### src/rtl/uniform_grid_broadphase_macros.svh
// Assertion macros shared by the broad-phase RTL.
`ifndef UNIFORM_GRID_BROADPHASE_MACROS_SVH
`define UNIFORM_GRID_BROADPHASE_MACROS_SVH

`ifndef SYNTH
`define UGB_ASSERT_IMP(lbl, ante, cons, msg) \
  lbl: assert property (@(posedge clk) disable iff (!rst_n) (ante) |-> (cons)) else $error(msg);
`define UGB_ASSERT_NXT(lbl, ante, cons, msg) \
  lbl: assert property (@(posedge clk) disable iff (!rst_n) (ante) |=> (cons)) else $error(msg);
`else
`define UGB_ASSERT_IMP(lbl, ante, cons, msg)
`define UGB_ASSERT_NXT(lbl, ante, cons, msg)
`endif

`endif

### src/rtl/ugb_pkg.sv
`timescale 1ns / 1ps
package ugb_pkg;

  localparam int MAX_BODIES_DEF = 32;
  localparam int COORD_BITS_DEF = 32;

  localparam int CMD_W          = 2;
  localparam int STATUS_W       = 2;
  localparam int SHIFT_W        = 5;
  localparam int CAND_W         = 32;
  localparam int STORED_W       = 6;

  localparam logic [SHIFT_W-1:0] SHIFT_RST = 5'd16;

  localparam logic [CMD_W-1:0] CMD_CLEAR = 2'd0;
  localparam logic [CMD_W-1:0] CMD_ADD   = 2'd1;
  localparam logic [CMD_W-1:0] CMD_QUERY = 2'd2;

  localparam logic [STATUS_W-1:0] ST_OK    = 2'd0;
  localparam logic [STATUS_W-1:0] ST_FULL  = 2'd1;
  localparam logic [STATUS_W-1:0] ST_EMPTY = 2'd2;

  typedef struct packed {
    logic accept;
    logic exec;
    logic issue;
    logic load_out;
  } dp_cmd_t;

  typedef struct packed {
    logic run_query;
    logic last_issue;
    logic pipe_busy;
    logic out_free;
  } dp_sts_t;

endpackage

### src/rtl/ugb_ctrl.sv
`timescale 1ns / 1ps
`include "uniform_grid_broadphase_macros.svh"
module ugb_ctrl (
  input  logic              clk,
  input  logic              rst_n,
  input  logic              in_valid,
  output logic              in_ready,
  output ugb_pkg::dp_cmd_t  ctl,
  input  ugb_pkg::dp_sts_t  sts
);

  typedef enum logic [4:0] {
    S_IDLE  = 5'b00001,
    S_EXEC  = 5'b00010,
    S_ISSUE = 5'b00100,
    S_DRAIN = 5'b01000,
    S_DONE  = 5'b10000
  } state_t;

  state_t state_r, state_nxt;

  always_comb begin
    state_nxt = state_r;
    ctl       = '0;
    in_ready  = 1'b0;
    unique case (state_r)
      S_IDLE: begin
        in_ready   = 1'b1;
        ctl.accept = in_valid;
        if (in_valid) begin
          state_nxt = S_EXEC;
        end
      end
      S_EXEC: begin
        ctl.exec  = 1'b1;
        state_nxt = sts.run_query ? S_ISSUE : S_DONE;
      end
      S_ISSUE: begin
        ctl.issue = 1'b1;
        if (sts.last_issue) begin
          state_nxt = S_DRAIN;
        end
      end
      S_DRAIN: begin
        if (!sts.pipe_busy) begin
          state_nxt = S_DONE;
        end
      end
      S_DONE: begin
        if (sts.out_free) begin
          ctl.load_out = 1'b1;
          state_nxt    = S_IDLE;
        end
      end
      default: begin
        state_nxt = S_IDLE;
      end
    endcase
  end

  always_ff @(posedge clk) begin
    if (!rst_n) begin
      state_r <= S_IDLE;
    end else begin
      state_r <= state_nxt;
    end
  end

  `UGB_ASSERT_IMP(a_idle_pipe_empty, in_ready, !sts.pipe_busy, "item taken while pipe busy")
  `UGB_ASSERT_NXT(a_issue_fills_pipe, state_r == S_ISSUE, sts.pipe_busy, "issue left pipe empty")

endmodule

### config.mk
export PLATFORM = sky130hd
export DESIGN_NAME = ugb_ctrl
export DESIGN_NICKNAME = d
export VERILOG_FILES = /design/src/rtl/ugb_pkg.sv /design/src/rtl/ugb_ctrl.sv
export VERILOG_INCLUDE_DIRS = /design/src /design/src/rtl
export SDC_FILE = /design/constraint.sdc
export NUM_CORES = 1
export LEC_CHECK = 0
export BUFFER_PORTS_ARGS = -buffer_cell sky130_fd_sc_hd__buf_2
export CORE_AREA = 10 10 47 49
export CTS_BUF_LIST = sky130_fd_sc_hd__clkbuf_8
export DETAILED_ROUTE_END_ITERATION = 10
export DIE_AREA = 0 0 57 59
export MAX_ROUTING_LAYER = met4
export PLACE_DENSITY = 0.48
export SETUP_SLACK_MARGIN = 0.15
export SYNTH_ARGS = -nofsm -noshare
export SYNTH_HDL_FRONTEND = slang
export SYNTH_SLANG_ARGS = --single-unit
export TNS_END_PERCENT = 5
### constraint.sdc
create_clock -name clk -period 2.2 [get_ports clk]
set_input_delay 0.44 -clock clk [delete_from_list [all_inputs] [get_ports clk]]
set_output_delay 0.44 -clock clk [all_outputs]
set_load 0.01 [all_outputs]
==> results <==
- The worst register-to-register path has a setup slack of 670 ps.
- The total negative slack is 0 ps.
- STA classifies the critical path endpoint as an output port.
- Synthesis produced a netlist with a net count of 49.
- Across all hold checks on the routed design, the worst slack comes to 454 ps.
- The y dimension of the die is 59 um.
- The stage delay of the slowest cell on the critical path is 370 ps.
- The wire length per cell is 13.0 um.
- The run finished with clean final reports.
- Clock-pin slew was measured on the worst setup and hold paths at 40 ps.
- Across the VDD grid, the largest voltage drop is 0.335 mV.
- The final layout contains 63 nets.
- The x dimension of the die is 57 um.
- The maximum fanout count along the critical path is 9.
- The area growth from synthesis to layout is 32.7%.
- Based on the critical path, the design can be clocked at up to 537 MHz.
- The worst path in the final design needs a cycle of 1860 ps, including I/O delays and setup.
- The number of cells on the worst reg-to-reg path is 4.
- The tree is rooted in a sky130_fd_sc_hd__clkbuf_8.
- Buffers inserted during clock tree synthesis total 3.
- Along the worst hold path, the cell count comes to 2.
- The vias per cell is 4.83.
- Setup repair after global routing left no endpoint under its margin.
- In this run the worst hold path is classified as in -> reg.
- The count of buffers inserted at the top-level ports is 11.
- The wire length of the first global-routing pass is 1640 um.
- Overall power consumption after layout is estimated at 0.377 mW.
- TritonCTS built the clock tree.
- The later pin in the worst-skew pair is clocked with a latency of 220 ps.
- For this run, the detailed router's first-pass iteration total came to 4.
- On the critical path, the stage with the largest delay is an instance of sky130_fd_sc_hd__dfxtp_1.
- After the first detailed-routing iteration, the DRC count stood at 5.
- The floorplan has 14 rows.
- For this run, design rule violations remaining after detail routing come to 0.
- Fill cells in the final layout number 166.
- The setup-violating endpoint count in the final report is 0.
- The maximum number of pins on one net before global-route repair is 10.
- The number of flip-flops under the largest register name is 5.
- Counting distinct cell types in the post-synthesis netlist gives 26.
- After synthesis the netlist holds a flip-flop and latch count of 5.
- The average cell area after synthesis is 8.01 sq um.
- The total power divided by cell area is 845 nW/um^2.
- The total standard cell area after synthesis is 337 sq um.
- The number of global-route vias before repair was 364.
- After layout, the worst setup slack is 338 ps.
- The full die area is 3360 sq um.
- Hold repair after CTS inserted 0 buffers.
- The critical path goes through or2_4, nor4b_1, buf_2.
- The largest registers in the layout are state_r: 5 flops.
- The region available for standard cell placement spans 1400 sq um.
- The final weighted congestion of routability-driven global placement is 0.754.
- The number of cells produced by synthesis is 42.
- The data arrival time of the critical path is 1420 ps.
- Summing all flip-flop and latch instances after layout gives 100 sq um.
- CTS built an H-tree with a depth of 1.
- After synthesis, flip-flops and latches occupy 29.7% of the total area.
- The post-route fraction of the period consumed by the critical path is 84.6%.
- The initial antenna violation count is 0.
- The analysis attributes to cell leakage a power of 0.208 nW.
- The kind of critical path is reg -> out.
- The overall fraction of global-route tracks in use is 6.44%.
- The startpoint of the worst-slack reg-to-reg timing path is state_r[3]$_SDFFE_PN0P_.
- The starting utilization of the core area is 24.0%.
- The post-cts sizing count is 0.
- Including well taps, the total number of placed cells is 67.
- Headroom to the max-slew limit came out at 74.5%.
- The non-filler instance count after layout is 71.
- The worst setup path is launched from a register.
- The number of slew-limit violations in the final report came to 0.
- The path with the worst hold slack has its endpoint at state_r[0]$_SDFFE_PN1P_.
- OpenSTA, run right after detailed placement, puts the worst setup slack at 474 ps.
- The half-perimeter wire length of the detailed placement result is 763 um.
- For this run, the number of Yosys warnings is 0.
- For this block, the via count after detailed routing is 343.
- Summed over all layers, the global routing overflow is 0.
- The required time at the worst-slack endpoint is 1760 ps.
- The number of endpoints with negative hold slack in the final report is 0.
- The total routed wirelength is 920 um.
- The startpoint of the most critical hold path is rst_n.
- The transition time of the tightest slew-check pin is 373 ps.
- In the final layout, the share of cells above drive strength 1 is 32.7%.
- On the final layout, the worst clock skew is 1.46 ps.
- The tool flagged a number of max-cap violations equal to 0.
- The number of diodes is 0.
- The boundary pin count is 12.
- The maximum buffer depth of the clock tree is 2.
- The endpoint identified for the worst register-to-register timing path is state_r[3]$_SDFFE_PN0P_.
- In this run the remaining antenna-violating nets after routing total 0.
- For this design, the sink count on the clock tree is 5.
- The multi-input combinational cells in the finished layout cover a total of 223 sq um.
- The register with the most flip-flops is state_r.
- The post-CTS setup repair buffer count is 0.
per-layer routing:
layer	routed length, um	vias to the layer above	track usage, %
met4	13	0	5.03
li1	-	177	-
met2	407	12	8.84
met1	403	152	6.29
met5	0	-	-
met3	96	2	4.29
metrics by stage:
stage                     cell area, sq um  util, %
final                                  447     31.9
after CTS                              442     31.5
after global placement                 397     28.3
after floorplan                        337        -
after detailed placement               397     28.3
after global routing                   447     31.9
report_power, final:
part | internal [mW] | total [mW] | switching [mW]
Sequential | 0.101 | 0.118 | 0.0171
Combinational | 0.0457 | 0.0927 | 0.0470
Clock | 0.120 | 0.166 | 0.0466
logic make-up (layout without fill, tap and decap cells):
| logic type | Yosys count | after routing | synth area share, % |
|---|---|---|---|
| muxes | 2 | 2 | 5.95 |
| AOI/OAI and AO/OA | 5 | 5 | 10.8 |
| DFF | 5 | 5 | 29.7 |
| and+or+nand+nor | 26 | 26 | 45.4 |
| buffers and inverters | 3 | 16 | 5.57 |
| xor gates and xnor gates | 1 | 1 | 2.60 |
layout make-up:
| cell class | count | area share (%) |
|---|---|---|
| multi-input combinational | 34 | 49.9 |
| sequential | 5 | 22.4 |
| timing repair buffer | 11 | 12.3 |
| clock buffer | 3 | 9.24 |
| tap | 16 | 4.48 |
| clock inverter | 1 | 0.840 |
| inverter | 1 | 0.840 |
how the worst max path moves through the flow:
| stage | from | to | slack [ps] | depth (start not counted) |
|---|---|---|---|---|
| floorplan | state_r[3]$_SDFFE_PN0P_ | ctl[3] | 430 | 4 |
| global placement | state_r[3]$_SDFFE_PN0P_ | ctl[3] | 470 | 4 |
| detailed placement | state_r[3]$_SDFFE_PN0P_ | ctl[3] | 470 | 4 |
| CTS | state_r[3]$_SDFFE_PN0P_ | ctl[3] | 230 | 4 |
| global route | state_r[3]$_SDFFE_PN0P_ | ctl[2] | 170 | 3 |
| finish | state_r[3]$_SDFFE_PN0P_ | ctl[2] | 340 | 3 |
critical path: cells and delay by family (launching register included):
| kind | cells | cell delay, ps |
|---|---|---|
| buffers and inverters | 1 | 210 |
| AND/OR/NAND/NOR | 2 | 620 |
| flip-flops | 1 | 370 |
cells in the final DEF, fill, tap and decap left out, types with 2 or more instances in the layout:
master	Yosys	final
sky130_fd_sc_hd__dfxtp_1	5	5
sky130_fd_sc_hd__nor2_1	7	7
sky130_fd_sc_hd__nand2b_1	2	2
sky130_fd_sc_hd__clkbuf_8	0	3
sky130_fd_sc_hd__nand2_1	4	4
sky130_fd_sc_hd__buf_2	0	11
sky130_fd_sc_hd__mux2i_1	2	2
sky130_fd_sc_hd__inv_1	1	2
synthesized netlist by cell type:
| cell | count | area [sq um] |
|---|---|---|
| sky130_fd_sc_hd__or4_1 | 1 | 7.51 |
| sky130_fd_sc_hd__mux2i_1 | 2 | 20.0 |
| sky130_fd_sc_hd__and3b_1 | 1 | 8.76 |
| sky130_fd_sc_hd__a21oi_1 | 1 | 5.00 |
| sky130_fd_sc_hd__nand3_2 | 1 | 10.0 |
| sky130_fd_sc_hd__nor3b_1 | 1 | 7.51 |
| sky130_fd_sc_hd__nand3_1 | 1 | 5.00 |
| sky130_fd_sc_hd__o32ai_1 | 1 | 8.76 |
| sky130_fd_sc_hd__dfxtp_1 | 5 | 100 |
| sky130_fd_sc_hd__o311ai_1 | 1 | 8.76 |
| sky130_fd_sc_hd__or2_4 | 1 | 8.76 |
| sky130_fd_sc_hd__a2111oi_0 | 1 | 8.76 |
| sky130_fd_sc_hd__nor3_1 | 2 | 10.0 |
| sky130_fd_sc_hd__nand4b_1 | 1 | 8.76 |
| sky130_fd_sc_hd__or4_4 | 1 | 11.3 |
| sky130_fd_sc_hd__nand2b_1 | 2 | 12.5 |
| sky130_fd_sc_hd__and3_1 | 1 | 6.26 |
| sky130_fd_sc_hd__inv_1 | 1 | 3.75 |
| sky130_fd_sc_hd__buf_6 | 1 | 11.3 |
| sky130_fd_sc_hd__nor2_1 | 7 | 26.3 |
| sky130_fd_sc_hd__o21ai_0 | 1 | 5.00 |
| sky130_fd_sc_hd__clkbuf_1 | 1 | 3.75 |
| sky130_fd_sc_hd__nand2_1 | 4 | 15.0 |
| sky130_fd_sc_hd__nor4b_1 | 1 | 8.76 |
| sky130_fd_sc_hd__and2_1 | 1 | 6.26 |
| sky130_fd_sc_hd__xor2_1 | 1 | 8.76 |
(Power assumes the default switching activity.)
